`src/hdl/markup_external_token_scanner_defines.svh`:
```
// assertion macros for the markup external token scanner
// no dependencies; included by files that carry concurrent assertions
`ifndef MARKUP_EXTERNAL_TOKEN_SCANNER_DEFINES_SVH
`define MARKUP_EXTERNAL_TOKEN_SCANNER_DEFINES_SVH

// same-cycle implication, disabled while in reset
`define METS_ASSERT_NOW(label, clk, rstn, ante, cons, msg) \
    label: assert property (@(posedge clk) disable iff (!(rstn)) (ante) |-> (cons)) \
        else $error(msg);

// next-cycle implication, disabled while in reset
`define METS_ASSERT_NEXT(label, clk, rstn, ante, cons, msg) \
    label: assert property (@(posedge clk) disable iff (!(rstn)) (ante) |=> (cons)) \
        else $error(msg);

`endif

```
`src/hdl/mets_pkg.sv`:
```
// shared constants, codes and character classes for the markup external token scanner
// no dependencies
package mets_pkg;

    localparam int LENGTH_BITS = 24;
    localparam int RUN_BITS    = 16;
    localparam int CH_W        = 21;
    localparam int OUT_LEN_W   = 24;
    localparam int STEPS       = 8;

    localparam int S_TDATA_W = 32;
    localparam int M_TDATA_W = 56;

    typedef logic [LENGTH_BITS-1:0] len_t;
    typedef logic [RUN_BITS-1:0]    run_t;
    typedef logic [CH_W-1:0]        ch_t;

    typedef enum logic [1:0] {
        CMD_BEGIN = 2'd0,
        CMD_CHAR  = 2'd1,
        CMD_EOF   = 2'd2,
        CMD_NONE  = 2'd3
    } cmd_t;

    typedef enum logic [1:0] {
        KIND_SCALAR = 2'd0,
        KIND_MARKER = 2'd1,
        KIND_GAP    = 2'd2,
        KIND_FENCE  = 2'd3
    } kind_t;

    // allowed token bits
    localparam int ALLOW_SCALAR = 0;
    localparam int ALLOW_MARKER = 1;
    localparam int ALLOW_GAP    = 2;
    localparam int ALLOW_FENCE  = 3;

    localparam run_t MIN_FENCE = run_t'(3);

    localparam ch_t CH_TAB    = ch_t'(9);
    localparam ch_t CH_LF     = ch_t'(10);
    localparam ch_t CH_CR     = ch_t'(13);
    localparam ch_t CH_SPACE  = ch_t'(32);
    localparam ch_t CH_PLUS   = ch_t'(43);
    localparam ch_t CH_COMMA  = ch_t'(44);
    localparam ch_t CH_MINUS  = ch_t'(45);
    localparam ch_t CH_DOT    = ch_t'(46);
    localparam ch_t CH_LPAREN = ch_t'(40);
    localparam ch_t CH_RPAREN = ch_t'(41);
    localparam ch_t CH_ZERO   = ch_t'(48);
    localparam ch_t CH_NINE   = ch_t'(57);
    localparam ch_t CH_COLON  = ch_t'(58);
    localparam ch_t CH_UP_A   = ch_t'(65);
    localparam ch_t CH_UP_Z   = ch_t'(90);
    localparam ch_t CH_LBRACK = ch_t'(91);
    localparam ch_t CH_RBRACK = ch_t'(93);
    localparam ch_t CH_UNDER  = ch_t'(95);
    localparam ch_t CH_LO_A   = ch_t'(97);
    localparam ch_t CH_LO_Z   = ch_t'(122);
    localparam ch_t CH_LBRACE = ch_t'(123);
    localparam ch_t CH_RBRACE = ch_t'(125);

    function automatic len_t sat_len(input len_t v);
        sat_len = (v == '1) ? v : len_t'(v + 1'b1);
    endfunction

    function automatic run_t sat_run(input run_t v);
        sat_run = (v == '1) ? v : run_t'(v + 1'b1);
    endfunction

    function automatic logic is_id_first(input ch_t c);
        is_id_first = (c == CH_UNDER) || (c >= CH_UP_A && c <= CH_UP_Z) ||
                      (c >= CH_LO_A && c <= CH_LO_Z);
    endfunction

    function automatic logic is_id_more(input ch_t c);
        is_id_more = is_id_first(c) || (c >= CH_ZERO && c <= CH_NINE) ||
                     (c == CH_DOT) || (c == CH_MINUS);
    endfunction

    function automatic logic is_stop(input ch_t c);
        is_stop = (c == CH_COMMA) || (c == CH_LPAREN) || (c == CH_RPAREN) ||
                  (c == CH_COLON) || (c == CH_LBRACK) || (c == CH_RBRACK) ||
                  (c == CH_LBRACE) || (c == CH_RBRACE) || (c == CH_LF) ||
                  (c == CH_CR);
    endfunction

endpackage

```
`src/hdl/markup_external_token_scanner.sv`:
```
// markup external token scanner top level: input register, scanner state, result register
// depends on mets_pkg and markup_external_token_scanner_defines.svh
//
//  channel | direction | tdata (lsb first)                              | tuser
//  s_      | in        | ch[20:0], valid_scalar, valid_list_marker,     | cmd[1:0]
//          |           | valid_list_gap, valid_fence, zero pad to 32    |
//  m_      | out       | accepted, token_length[23:0],                  | token_kind[1:0]
//          |           | skipped_blanks[23:0], zero pad to 56           |
//
// one word per cycle sustained while no result is held on m_; a word is taken into the input register,
// from which it updates the scanner state and loads its result, if any, into the result register onto m_
// the scanner state update is one pass of a bounded phase chain per word
// aresetn is synchronous and clears valids and scanner state
// a held result stalls the scanner stage, which then backs up into s_tready

`include "markup_external_token_scanner_defines.svh"

module markup_external_token_scanner (
    input  logic                          aclk,
    input  logic                          aresetn,
    input  logic                          s_tvalid,
    output logic                          s_tready,
    // ch, valid_scalar, valid_list_marker, valid_list_gap, valid_fence
    input  logic [mets_pkg::S_TDATA_W-1:0] s_tdata,
    // cmd
    input  logic [1:0]                    s_tuser,
    output logic                          m_tvalid,
    input  logic                          m_tready,
    // accepted, token_length, skipped_blanks
    output logic [mets_pkg::M_TDATA_W-1:0] m_tdata,
    // token_kind
    output logic [1:0]                    m_tuser
);
    import mets_pkg::*;

    typedef enum logic [4:0] {
        P_IDLE, P_DISPATCH,
        P_F_LEAD, P_F_OPEN, P_F_SKIPLINE, P_F_LINE, P_F_AFTER_CR, P_F_RUN, P_F_TRAIL,
        P_L_LEAD, P_L_BODY, P_L_CLOSE, P_L_DECIDE,
        P_S_LEAD, P_S_IDENT, P_S_GAP, P_S_BODY
    } phase_t;

    // input register
    logic        in_valid_reg;
    cmd_t        in_cmd_reg;
    ch_t         in_ch_reg;
    logic [3:0]  in_allow_reg;

    // scanner state
    phase_t      phase_reg, phase_next;
    logic [3:0]  allow_reg;
    run_t        open_run_reg, open_run_next;
    run_t        line_run_reg, line_run_next;
    len_t        consumed_reg, consumed_next;
    len_t        skipped_reg, skipped_next;
    logic        saw_blank_reg, saw_blank_next;

    // result register
    logic        out_valid_reg;
    logic        out_ok_reg;
    kind_t       out_kind_reg;
    logic [OUT_LEN_W-1:0] out_len_reg;
    logic [OUT_LEN_W-1:0] out_skip_reg;

    logic        proc_fire;
    logic        is_begin;
    logic        active;
    logic        eof;
    ch_t         c;
    logic        blank, nl, plus;
    logic        run_ge;
    phase_t      ph;
    logic        done, emit, ok;
    kind_t       kind;
    logic        inc_skip, inc_cons, inc_open, inc_line, set_saw, clr_line;

    assign proc_fire = in_valid_reg && (!out_valid_reg || m_tready);
    assign s_tready  = !in_valid_reg || proc_fire;

    assign is_begin = (in_cmd_reg == CMD_BEGIN);
    assign active   = (in_cmd_reg == CMD_CHAR || in_cmd_reg == CMD_EOF) &&
                      (phase_reg != P_IDLE);
    assign eof      = (in_cmd_reg == CMD_EOF);
    assign c        = eof ? '0 : in_ch_reg;
    assign blank    = (c == CH_SPACE) || (c == CH_TAB);
    assign nl       = (c == CH_LF) || (c == CH_CR);
    assign plus     = (c == CH_PLUS);

    // bounded walk through the phase chain for one word
    always_comb begin
        ph       = phase_reg;
        done     = 1'b0;
        emit     = 1'b0;
        ok       = 1'b0;
        kind     = KIND_SCALAR;
        inc_skip = 1'b0;
        inc_cons = 1'b0;
        inc_open = 1'b0;
        inc_line = 1'b0;
        set_saw  = 1'b0;
        clr_line = 1'b0;
        run_ge   = 1'b0;
        for (int i = 0; i < STEPS; i++) begin
            if (!done) begin
                case (ph)
                    P_DISPATCH: begin
                        if (allow_reg[ALLOW_FENCE] && (plus || blank)) begin
                            ph = P_F_LEAD;
                        end else if (allow_reg[ALLOW_GAP] || allow_reg[ALLOW_MARKER]) begin
                            ph = P_L_LEAD;
                        end else if (allow_reg[ALLOW_SCALAR]) begin
                            ph = P_S_LEAD;
                        end else begin
                            done = 1'b1; emit = 1'b1; ph = P_IDLE;
                        end
                    end
                    P_F_LEAD: begin
                        if (blank) begin
                            inc_skip = 1'b1; done = 1'b1;
                        end else begin
                            ph = P_F_OPEN;
                        end
                    end
                    P_F_OPEN: begin
                        if (plus) begin
                            inc_open = 1'b1; inc_cons = 1'b1; done = 1'b1;
                        end else if (open_run_reg < MIN_FENCE) begin
                            done = 1'b1; emit = 1'b1; ph = P_IDLE;
                        end else begin
                            ph = P_F_SKIPLINE;
                        end
                    end
                    P_F_SKIPLINE: begin
                        if (eof || nl) begin
                            ph = P_F_LINE;
                        end else begin
                            inc_cons = 1'b1; done = 1'b1;
                        end
                    end
                    P_F_LINE: begin
                        if (eof) begin
                            done = 1'b1; emit = 1'b1; ok = 1'b1; kind = KIND_FENCE;
                            ph = P_IDLE;
                        end else begin
                            ph = P_F_AFTER_CR;
                            if (c == CH_CR) begin
                                inc_cons = 1'b1; done = 1'b1;
                            end
                        end
                    end
                    P_F_AFTER_CR: begin
                        clr_line = 1'b1;
                        ph = P_F_RUN;
                        if (c == CH_LF) begin
                            inc_cons = 1'b1; done = 1'b1;
                        end
                    end
                    P_F_RUN: begin
                        if (plus) begin
                            inc_line = 1'b1; inc_cons = 1'b1; done = 1'b1;
                        end else begin
                            run_ge = clr_line ? (open_run_reg == '0)
                                              : (line_run_reg >= open_run_reg);
                            ph = run_ge ? P_F_TRAIL : P_F_SKIPLINE;
                        end
                    end
                    P_F_TRAIL: begin
                        if (blank) begin
                            inc_cons = 1'b1; done = 1'b1;
                        end else if (eof || nl) begin
                            done = 1'b1; emit = 1'b1; ok = 1'b1; kind = KIND_FENCE;
                            ph = P_IDLE;
                        end else begin
                            ph = P_F_SKIPLINE;
                        end
                    end
                    P_L_LEAD: begin
                        if (blank) begin
                            inc_skip = 1'b1; set_saw = 1'b1; done = 1'b1;
                        end else if (allow_reg[ALLOW_MARKER] && c == CH_LPAREN) begin
                            inc_cons = 1'b1; ph = P_L_BODY; done = 1'b1;
                        end else begin
                            ph = P_L_DECIDE;
                        end
                    end
                    P_L_BODY: begin
                        if (c == CH_RPAREN) begin
                            inc_cons = 1'b1; ph = P_L_CLOSE; done = 1'b1;
                        end else if (eof || nl) begin
                            ph = P_L_DECIDE;
                        end else begin
                            inc_cons = 1'b1; done = 1'b1;
                        end
                    end
                    P_L_CLOSE: begin
                        if (blank) begin
                            done = 1'b1; emit = 1'b1; ok = 1'b1; kind = KIND_MARKER;
                            ph = P_IDLE;
                        end else begin
                            ph = P_L_DECIDE;
                        end
                    end
                    P_L_DECIDE: begin
                        done = 1'b1; emit = 1'b1; ph = P_IDLE;
                        if (allow_reg[ALLOW_GAP] && (saw_blank_reg || set_saw)) begin
                            ok = 1'b1; kind = KIND_GAP;
                        end
                    end
                    P_S_LEAD: begin
                        if (blank) begin
                            inc_skip = 1'b1; done = 1'b1;
                        end else if (eof || is_stop(c)) begin
                            done = 1'b1; emit = 1'b1; ph = P_IDLE;
                        end else begin
                            ph = is_id_first(c) ? P_S_IDENT : P_S_BODY;
                        end
                    end
                    P_S_IDENT: begin
                        if (is_id_more(c)) begin
                            inc_cons = 1'b1; done = 1'b1;
                        end else if (c == CH_COLON) begin
                            done = 1'b1; emit = 1'b1; ph = P_IDLE;
                        end else begin
                            ph = P_S_GAP;
                        end
                    end
                    P_S_GAP: begin
                        if (blank) begin
                            inc_cons = 1'b1; done = 1'b1;
                        end else if (c == CH_LBRACE) begin
                            done = 1'b1; emit = 1'b1; ph = P_IDLE;
                        end else begin
                            ph = P_S_BODY;
                        end
                    end
                    P_S_BODY: begin
                        if (eof || is_stop(c)) begin
                            done = 1'b1; emit = 1'b1; ok = 1'b1; kind = KIND_SCALAR;
                            ph = P_IDLE;
                        end else begin
                            inc_cons = 1'b1; done = 1'b1;
                        end
                    end
                    default: begin
                        ph = P_IDLE; done = 1'b1;
                    end
                endcase
            end
        end
    end

    always_comb begin
        phase_next     = phase_reg;
        open_run_next  = open_run_reg;
        line_run_next  = line_run_reg;
        consumed_next  = consumed_reg;
        skipped_next   = skipped_reg;
        saw_blank_next = saw_blank_reg;
        if (is_begin) begin
            phase_next     = P_DISPATCH;
            open_run_next  = '0;
            line_run_next  = '0;
            consumed_next  = '0;
            skipped_next   = '0;
            saw_blank_next = 1'b0;
        end else if (active) begin
            phase_next = ph;
            if (inc_open) begin
                open_run_next = sat_run(open_run_reg);
            end
            if (inc_line) begin
                line_run_next = clr_line ? run_t'(1) : sat_run(line_run_reg);
            end else if (clr_line) begin
                line_run_next = '0;
            end
            if (inc_cons) begin
                consumed_next = sat_len(consumed_reg);
            end
            if (inc_skip) begin
                skipped_next = sat_len(skipped_reg);
            end
            if (set_saw) begin
                saw_blank_next = 1'b1;
            end
        end
    end

    always_ff @(posedge aclk) begin
        if (!aresetn) begin
            in_valid_reg  <= 1'b0;
            phase_reg     <= P_IDLE;
            allow_reg     <= '0;
            open_run_reg  <= '0;
            line_run_reg  <= '0;
            consumed_reg  <= '0;
            skipped_reg   <= '0;
            saw_blank_reg <= 1'b0;
            out_valid_reg <= 1'b0;
        end else begin
            if (s_tvalid && s_tready) begin
                in_valid_reg <= 1'b1;
            end else if (proc_fire) begin
                in_valid_reg <= 1'b0;
            end
            if (proc_fire) begin
                phase_reg     <= phase_next;
                open_run_reg  <= open_run_next;
                line_run_reg  <= line_run_next;
                consumed_reg  <= consumed_next;
                skipped_reg   <= skipped_next;
                saw_blank_reg <= saw_blank_next;
                if (is_begin) begin
                    allow_reg <= in_allow_reg;
                end
            end
            if (proc_fire && active && emit) begin
                out_valid_reg <= 1'b1;
            end else if (m_tready) begin
                out_valid_reg <= 1'b0;
            end
        end
    end

    // payload registers
    always_ff @(posedge aclk) begin
        if (s_tvalid && s_tready) begin
            in_cmd_reg   <= cmd_t'(s_tuser);
            in_ch_reg    <= s_tdata[CH_W-1:0];
            in_allow_reg <= s_tdata[CH_W+3:CH_W];
        end
        if (proc_fire && active && emit) begin
            out_ok_reg   <= ok;
            out_kind_reg <= ok ? kind : KIND_SCALAR;
            out_len_reg  <= ok ? OUT_LEN_W'(consumed_reg) : '0;
            out_skip_reg <= OUT_LEN_W'(skipped_reg);
        end
    end

    assign m_tvalid = out_valid_reg;
    assign m_tuser  = out_kind_reg;
    assign m_tdata  = {{(M_TDATA_W - 2*OUT_LEN_W - 1){1'b0}},
                       out_skip_reg, out_len_reg, out_ok_reg};

    `METS_ASSERT_NOW(a_reject_clean, aclk, aresetn,
        m_tvalid && !m_tdata[0], m_tuser == KIND_SCALAR && m_tdata[OUT_LEN_W:1] == '0,
        "rejected result carries nonzero kind or length")
    `METS_ASSERT_NEXT(a_result_idles, aclk, aresetn,
        proc_fire && active && emit, phase_reg == P_IDLE,
        "scanner not idle after a result")
    `METS_ASSERT_NEXT(a_begin_clears, aclk, aresetn,
        proc_fire && is_begin,
        phase_reg == P_DISPATCH && consumed_reg == '0 && skipped_reg == '0 && !saw_blank_reg,
        "begin word did not restart the scan")
    `METS_ASSERT_NEXT(a_idle_holds, aclk, aresetn,
        proc_fire && !is_begin && phase_reg == P_IDLE,
        phase_reg == P_IDLE && $stable(consumed_reg) && $stable(skipped_reg),
        "idle scanner changed on a non-begin word")

endmodule
```
`config.mk`:
```
export PLATFORM = sky130hd
export DESIGN_NAME = markup_external_token_scanner
export DESIGN_NICKNAME = d
export VERILOG_FILES = /design/src/hdl/mets_pkg.sv /design/src/hdl/markup_external_token_scanner.sv
export VERILOG_INCLUDE_DIRS = /design/src /design/src/hdl
export SDC_FILE = /design/constraint.sdc
export NUM_CORES = 1
export LEC_CHECK = 0
export BUFFER_PORTS_ARGS = -buffer_cell sky130_fd_sc_hd__buf_2
export CAP_MARGIN = 10
export CORE_AREA = 2 2 171 215
export CTS_CLUSTER_DIAMETER = 30
export DETAILED_ROUTE_END_ITERATION = 8
export DIE_AREA = 0 0 173 217
export GPL_ROUTABILITY_DRIVEN = 0
export PLACE_DENSITY = 0.44
export SLEW_MARGIN = 10
export SYNTH_ARGS = -nofsm -noshare
export SYNTH_HDL_FRONTEND = slang
export SYNTH_SLANG_ARGS = --single-unit
```
`constraint.sdc`:
```
create_clock -name aclk -period 7.33 [get_ports aclk]
set_input_delay 0.3665 -clock aclk [delete_from_list [all_inputs] [get_ports aclk]]
set_output_delay 0.3665 -clock aclk [all_outputs]
set_load 0.03 [all_outputs]
```
Yosys cells after proc, flatten, opt, wreduce, memory -nomap -nowiden
Index checks and enable logic that the tools add are counted.
{ "classes": {"addsub": 4, "mul": 0, "div_mod_pow": 0, "magnitude_cmp": 8, "n_eq_ne": 154, "n_shift": 0, "n_mux": 646, "n_bitwise": 0, "n_reduce_logical": 99} }
{ "ops": {"columns": ["op", "n"], "rows": [
  ["5-bit case mux with 15 select lines", 8],
  ["5-bit two-way mux", 108],
  ["1-bit two-way mux", 402],
  ["5-bit by 4-bit == test with 1-bit output (second input constant)", 64],
  ["24-bit two-way mux", 8],
  ["21-bit by 6-bit == test with 1-bit output (second input constant)", 8],
  ["5-bit by 3-bit == test with 1-bit output (second input constant)", 32],
  ["16-bit two-way mux", 10],
  ["2-bit two-way mux", 53],
  ["21-bit by 7-bit == test with 1-bit output (second input constant)", 5],
  ["1-bit case mux with 13 select lines", 7],
  ["5-bit by 2-bit == test with 1-bit output (second input constant)", 16],
  ["1-bit case mux with 10 select lines", 8],
  ["1-bit case mux with 9 select lines", 8],
  ["2-bit case mux with 5 select lines", 7],
  ["21-bit by 4-bit == test with 1-bit output (second input constant)", 3],
  ["4-bit two-way mux", 13],
  ["24-bit by 1-bit adder with 24-bit output (second input constant)", 2],
  ["24-bit == test (second input constant)", 2],
  ["2-bit OR reduction", 23],
  ["21-bit by 7-bit >= comparator with 1-bit output (second input constant)", 2],
  ["21-bit by 7-bit less-or-equal comparator with 1-bit output (second input constant)", 2],
  ["5-bit by 1-bit == test with 1-bit output (second input constant)", 8],
  ["5-bit == test (second input constant)", 8],
  ["other kinds (26)", 104]
]} }
{ "word_totals": {"register_bits": 170, "latchBits": 0, "ramBits": 0, "mem_bits_ro": 0, "inputBits": 38, "output_inout_bits": 60, "mem_count": 0} }

Logic depth before layout (Yosys ltp)
{ "logic_depth": {"depth_word": 53, "ltp_mapped": 25, "depth_no_buf": 19} }

Least setup slack after synthesis
No wires, ideal clock.
{ "synth_path": {"kind": "reg2reg", "startpoint": "register in_cmd_reg[1]", "endpoint": "register out_kind_reg[0] (netlist: m_tuser[0]), enable pin", "arrival_time_ns": 6.357, "required_time_ns": 6.869, "path_slack_ns": 0.512, "path_stages_with_launch": 18, "cell_sequence": "edfxtp_1 ha_1 clkbuf_1 or4_1 nor4_4 and2_1 buf_6 o2111ai_2 o32ai_2 a31oi_1 o311ai_2 nand3_1 or4_4 nor3_1 o32ai_1 nand2b_1 nor2_1 nor2_1"} }
{ "synth_via": {"elab_chain_len": 52} }
{ "synth_lines": {"columns": ["item", "line", "rtl"], "rows": [
  ["from (decl)", "markup_external_token_scanner.sv:45", "cmd_t in_cmd_reg;"],
  ["from (signal assigned)", "markup_external_token_scanner.sv:327", "in_cmd_reg <= cmd_t'(s_tuser);"],
  ["branches (longest 51 deep; another with 21-bit by 7-bit >= comparator with 1-bit output)", null, null],
  ["1-bit logical AND (*)", "markup_external_token_scanner.sv:331", "if (proc_fire && active && emit) begin"],
  ["to (signal assigned)", "markup_external_token_scanner.sv:333", "out_kind_reg <= ok ? kind : KIND_SCALAR;"],
  ["to (decl)", "markup_external_token_scanner.sv:61", "kind_t out_kind_reg;"]
]} }
Every way passes the cells marked *.
A chain may end at the register's enable or synchronous reset.

Worst setup path in the final report
{ "layout_path": {"startpoint": "register in_cmd_reg[1]", "endpoint": "register line_run_reg[2]"} }
{ "layout_via": {"elab_chain_len": 47} }
{ "layout_lines": {"columns": ["item", "line", "rtl"], "rows": [
  ["branches (longest 47 deep; another with 21-bit by 7-bit >= comparator with 1-bit output)", null, null],
  ["to (signal assigned)", "markup_external_token_scanner.sv:308", "line_run_reg <= line_run_next;"],
  ["to (decl)", "markup_external_token_scanner.sv:53", "run_t line_run_reg, line_run_next;"]
]} }
Several ways; the timed one is not identified. The select of a mux whose other input is x is not followed.

==> summary.md <==
| Metric | Value |
|---|---|
| Area of the multi-input gates | `0.00599 mm²` |
| Vias | `9638` |
| Clock sinks | `170` |
| Detailed Place HPWL | `24.6 mm` |
| H-tree Lvls | `4` |
| Util after Layout | `between 30 and 40%` |
| Pleak | `4.26 nW` |
| WL/cell | `18.3 µm` |
| Final setup TNS | `0 ps` |
| Start point of the critical path | `in_cmd_reg[1]$_DFFE_PP_` |
| Max Root-Sink Buffers | `2` |
| Max Cap Violations | `0` |
| Reg-to-reg endpoint | `line_run_reg[2]$_SDFFE_PN0P_` |
| Fmax | `0.156 GHz` |
| Commonest cells after routing, fill and taps aside | `nor2_1, nand2_1, dfxtp_1` |
| Initial antenna violation count | `0` |
| Register bit total from synthesis | `170` |
| # rows | `78` |
| Hold slack | `92.3 ps` |
| Die ar. | `0.0375 mm²` |
| Nets | `1355` |
| First-pass GRT wire length | `52.2 mm` |
| Critical Path End Type | `flip-flop` |
| CTS Buf Count | `17` |
| Die width | `173 µm` |
| Syn Inst Count | `between 1000 and 1500` |
| Residual DRC | `0` |
| Flop-to-flop setup slack | `between 900 and 1000 ps` |
| Clock Skews | `approximately 14 ps` |
| Hold buffer count at CTS | `0` |
| # IOs | `98` |
| Mapped Area | `0.0106 mm²` |
| Sequential fraction of the synthesis area | `39.5%` |
| Initial Utilization | `29.6%` |
| Worst hold path class | `input pin to flip-flop` |
| Seq. cell area | `~0.0042 mm²` |
| First-pass detailed-route iteration total | `5` |
| Status | `completed` |
| CTS tree | `done` |
| Pwr Density | `161 mW/mm²` |
| Syn Area/Cell | `slightly below 9 µm²` |
| Vias in the first global route | `9377` |
| Die Ht | `about 220 µm` |
| FF-to-FF path depth | `20` |
| Clk_lat worst skew | `440 ps` |
| Required time worst endpoint | `7670 ps` |
| Final setup vio count | `0` |
| GRT Overall Usage | `17.5%` |
| CP Capture Point | `line_run_reg[2]$_SDFFE_PN0P_` |
| Number of I/O port buffers | `between 80 and 90` |
| Vias per cell | `~5.4` |
| Final hold vios | `0` |
| Most common cell after layout, fill and taps aside | `nor2_1` |
| Post-CTS Setup Bufs | `0` |
| WL final | `32.7 mm` |
| Number of synthesized flops with an enable pin | `78` |
| Clk slew on worst S/H paths | `about 70 ps` |
| Largest net degree at the start of global routing | `59` |
| Kind of critical path | `flip-flop to flip-flop` |
| Worst Tran Pin Value | `1010 ps` |
| RSZ-0062 raised after global routing | `no` |
| Max-slew violation count | `0` |
| Number of gates resized after cts | `0` |
| Fill count | `3774` |
| Startpoint type of the worst setup path | `flip-flop` |
| Share of cells above drive strength 1 | `about 17%` |
| Final worst path period need | `6430 ps` |
| Async S/R FF share, synth | `0%` |
| Yosys warns | `0` |
| Final Cycle Share | `87.7%` |
| Main synth FF type | `dfxtp_1` |
| Total congestion overflow | `0` |
| Root Buffer | `clkbuf_16` |
| Worst R2R Start | `in_cmd_reg[1]$_DFFE_PP_` |
| DR iter-0 viols | `579` |
| Maximum fanout along the worst path | `12` |
| Antenna diodes | `0` |
| Post-synth cell types | `between 100 and 150` |
| Core ar. | `between 0.03 and 0.04 mm²` |
| Relative slew margins | `31.1%` |
| WP data arrival | `6770 ps` |
| VDD IR max | `about 0.11 mV` |
| Number of routed nets with antenna violations | `0` |
| Area Overhead vs Synth | `15.6%` |
-- layer usage --
layer	vias up	track usage (%)	routed length, µm	share of wire [%]
met5	-	0	0	0
met4	0	7.49	1090	3.3
met3	66	2.90	1450	4.4
met2	289	30.6	16200	49
met1	4589	21.2	14000	43
li1	4694	-	-	-
-- synth_stat cells, types with 5 or more instances --
cell type    n  share of area (%)
edfxtp_1    78                 22
o21a_1       7               0.50
dfxtp_1     92                 17
nor2_1     150                5.3
or2_2        6               0.35
o31a_1       6               0.50
and2_1      33                2.0
nor3b_1      6               0.43
a311oi_1     5               0.41
a2111oi_0    6               0.50
a31oi_1     18                1.1
nand3_1     54                2.6
a41o_1       7               0.66
buf_2       17               0.80
nor2b_1     11               0.65
ha_1        23                2.7
or3_1       10               0.59
a211oi_1    10               0.71
o21ai_1      5               0.24
a41oi_1      6               0.50
and4_1       8               0.66
o211ai_1    12               0.85
a21oi_1     59                2.8
nand2b_1     9               0.53
nand4_1     18                1.1
clkbuf_1    32                1.1
nor4_2       5               0.59
or4_1        8               0.57
nor3_1      35                1.7
o31ai_1      5               0.35
buf_4       11               0.78
nand2_1    103                3.7
xor2_1      13                1.1
a21o_1      12               0.85
a31o_1       8               0.66
inv_1       35                1.2
mux2i_1      5               0.47
a211oi_2     7               0.83
and3_1      33                2.0
nor4_1      23                1.4
o21ai_0     47                2.2
nand3b_1     7               0.50
xnor2_1     35                2.9
a21boi_0     7               0.50
-- logic make-up (layout without fill, tap and decap cells) --
family / after synthesis / after routing / share of synthesized area [%]
simple gates: 556 / 556 / 28.0
compound gates: 300 / 300 / 21.0
flops: 170 / 170 / 39.5
mux: 5 / 5 / 0.473
other cells: 1 / 7 / 0.0354
buf+inv: 100 / 198 / 4.21
fa+ha+maj: 23 / 23 / 2.72
xor+xnor: 48 / 48 / 3.97
-- metrics by stage --
| step | instance area, µm² | worst slack (ps) | instances | total power [mW] |
|---|---|---|---|---|
| after floorplan | 10600 | 512 | 1209 | 1.11 |
| after global placement | 11700 | 885 | 1755 | 1.15 |
| after global routing | 12200 | 521 | 1787 | 2.05 |
| after CTS | 12200 | 941 | 1787 | 2.00 |
| after detailed placement | 11700 | 967 | 1755 | 1.15 |
| final | 12200 | 902 | 1787 | 1.97 |
-- worst max-delay path: stages (launching register included) --
cell      delay [ps]
edfxtp_1         390
ha_1             380
or4_1            640
nor4_4           230
and2_1           510
o21ai_1          220
a21o_1           310
or4_1            690
nand2_2          240
o22ai_1          140
a32oi_1          470
buf_4            240
a211oi_1          50
buf_4            180
nor4_1           270
nand3b_1         230
o31a_1           400
buf_12           150
a21oi_4          270
o211ai_1         130
and3_1           170
-- cell type report --
cell class,count,share of cell area [%]
clock buffers,19,3.54
well taps,480,4.91
clock inverters,13,0.757
flip-flops and latches,170,34.2
inverters,36,1.10
multi-input cells,939,48.9
repair buffers,130,6.58
-- worst min path at each step --
stage	start	end	cells after the start
floorplan	skipped_reg[21]$_SDFFE_PN0P_	out_skip_reg[21]$_DFFE_PP_	0
CTS	s_tdata[19]	in_ch_reg[19]$_DFFE_PP_	1
finish	s_tdata[19]	in_ch_reg[19]$_DFFE_PP_	1
detailed placement	skipped_reg[19]$_SDFFE_PN0P_	out_skip_reg[19]$_DFFE_PP_	0
global route	s_tdata[14]	in_ch_reg[14]$_DFFE_PP_	1
global placement	skipped_reg[21]$_SDFFE_PN0P_	out_skip_reg[21]$_DFFE_PP_	0
-- report_power, final --
group | leakage (nW) | internal, mW | switching (mW)
clock network | 0.254 | 0.436 | 0.400
logic | 2.64 | 0.0347 | 0.0784
registers | 1.37 | 1.00 | 0.0160
total | 4.26 | 1.47 | 0.495
Power figures use the tool's default switching activity.
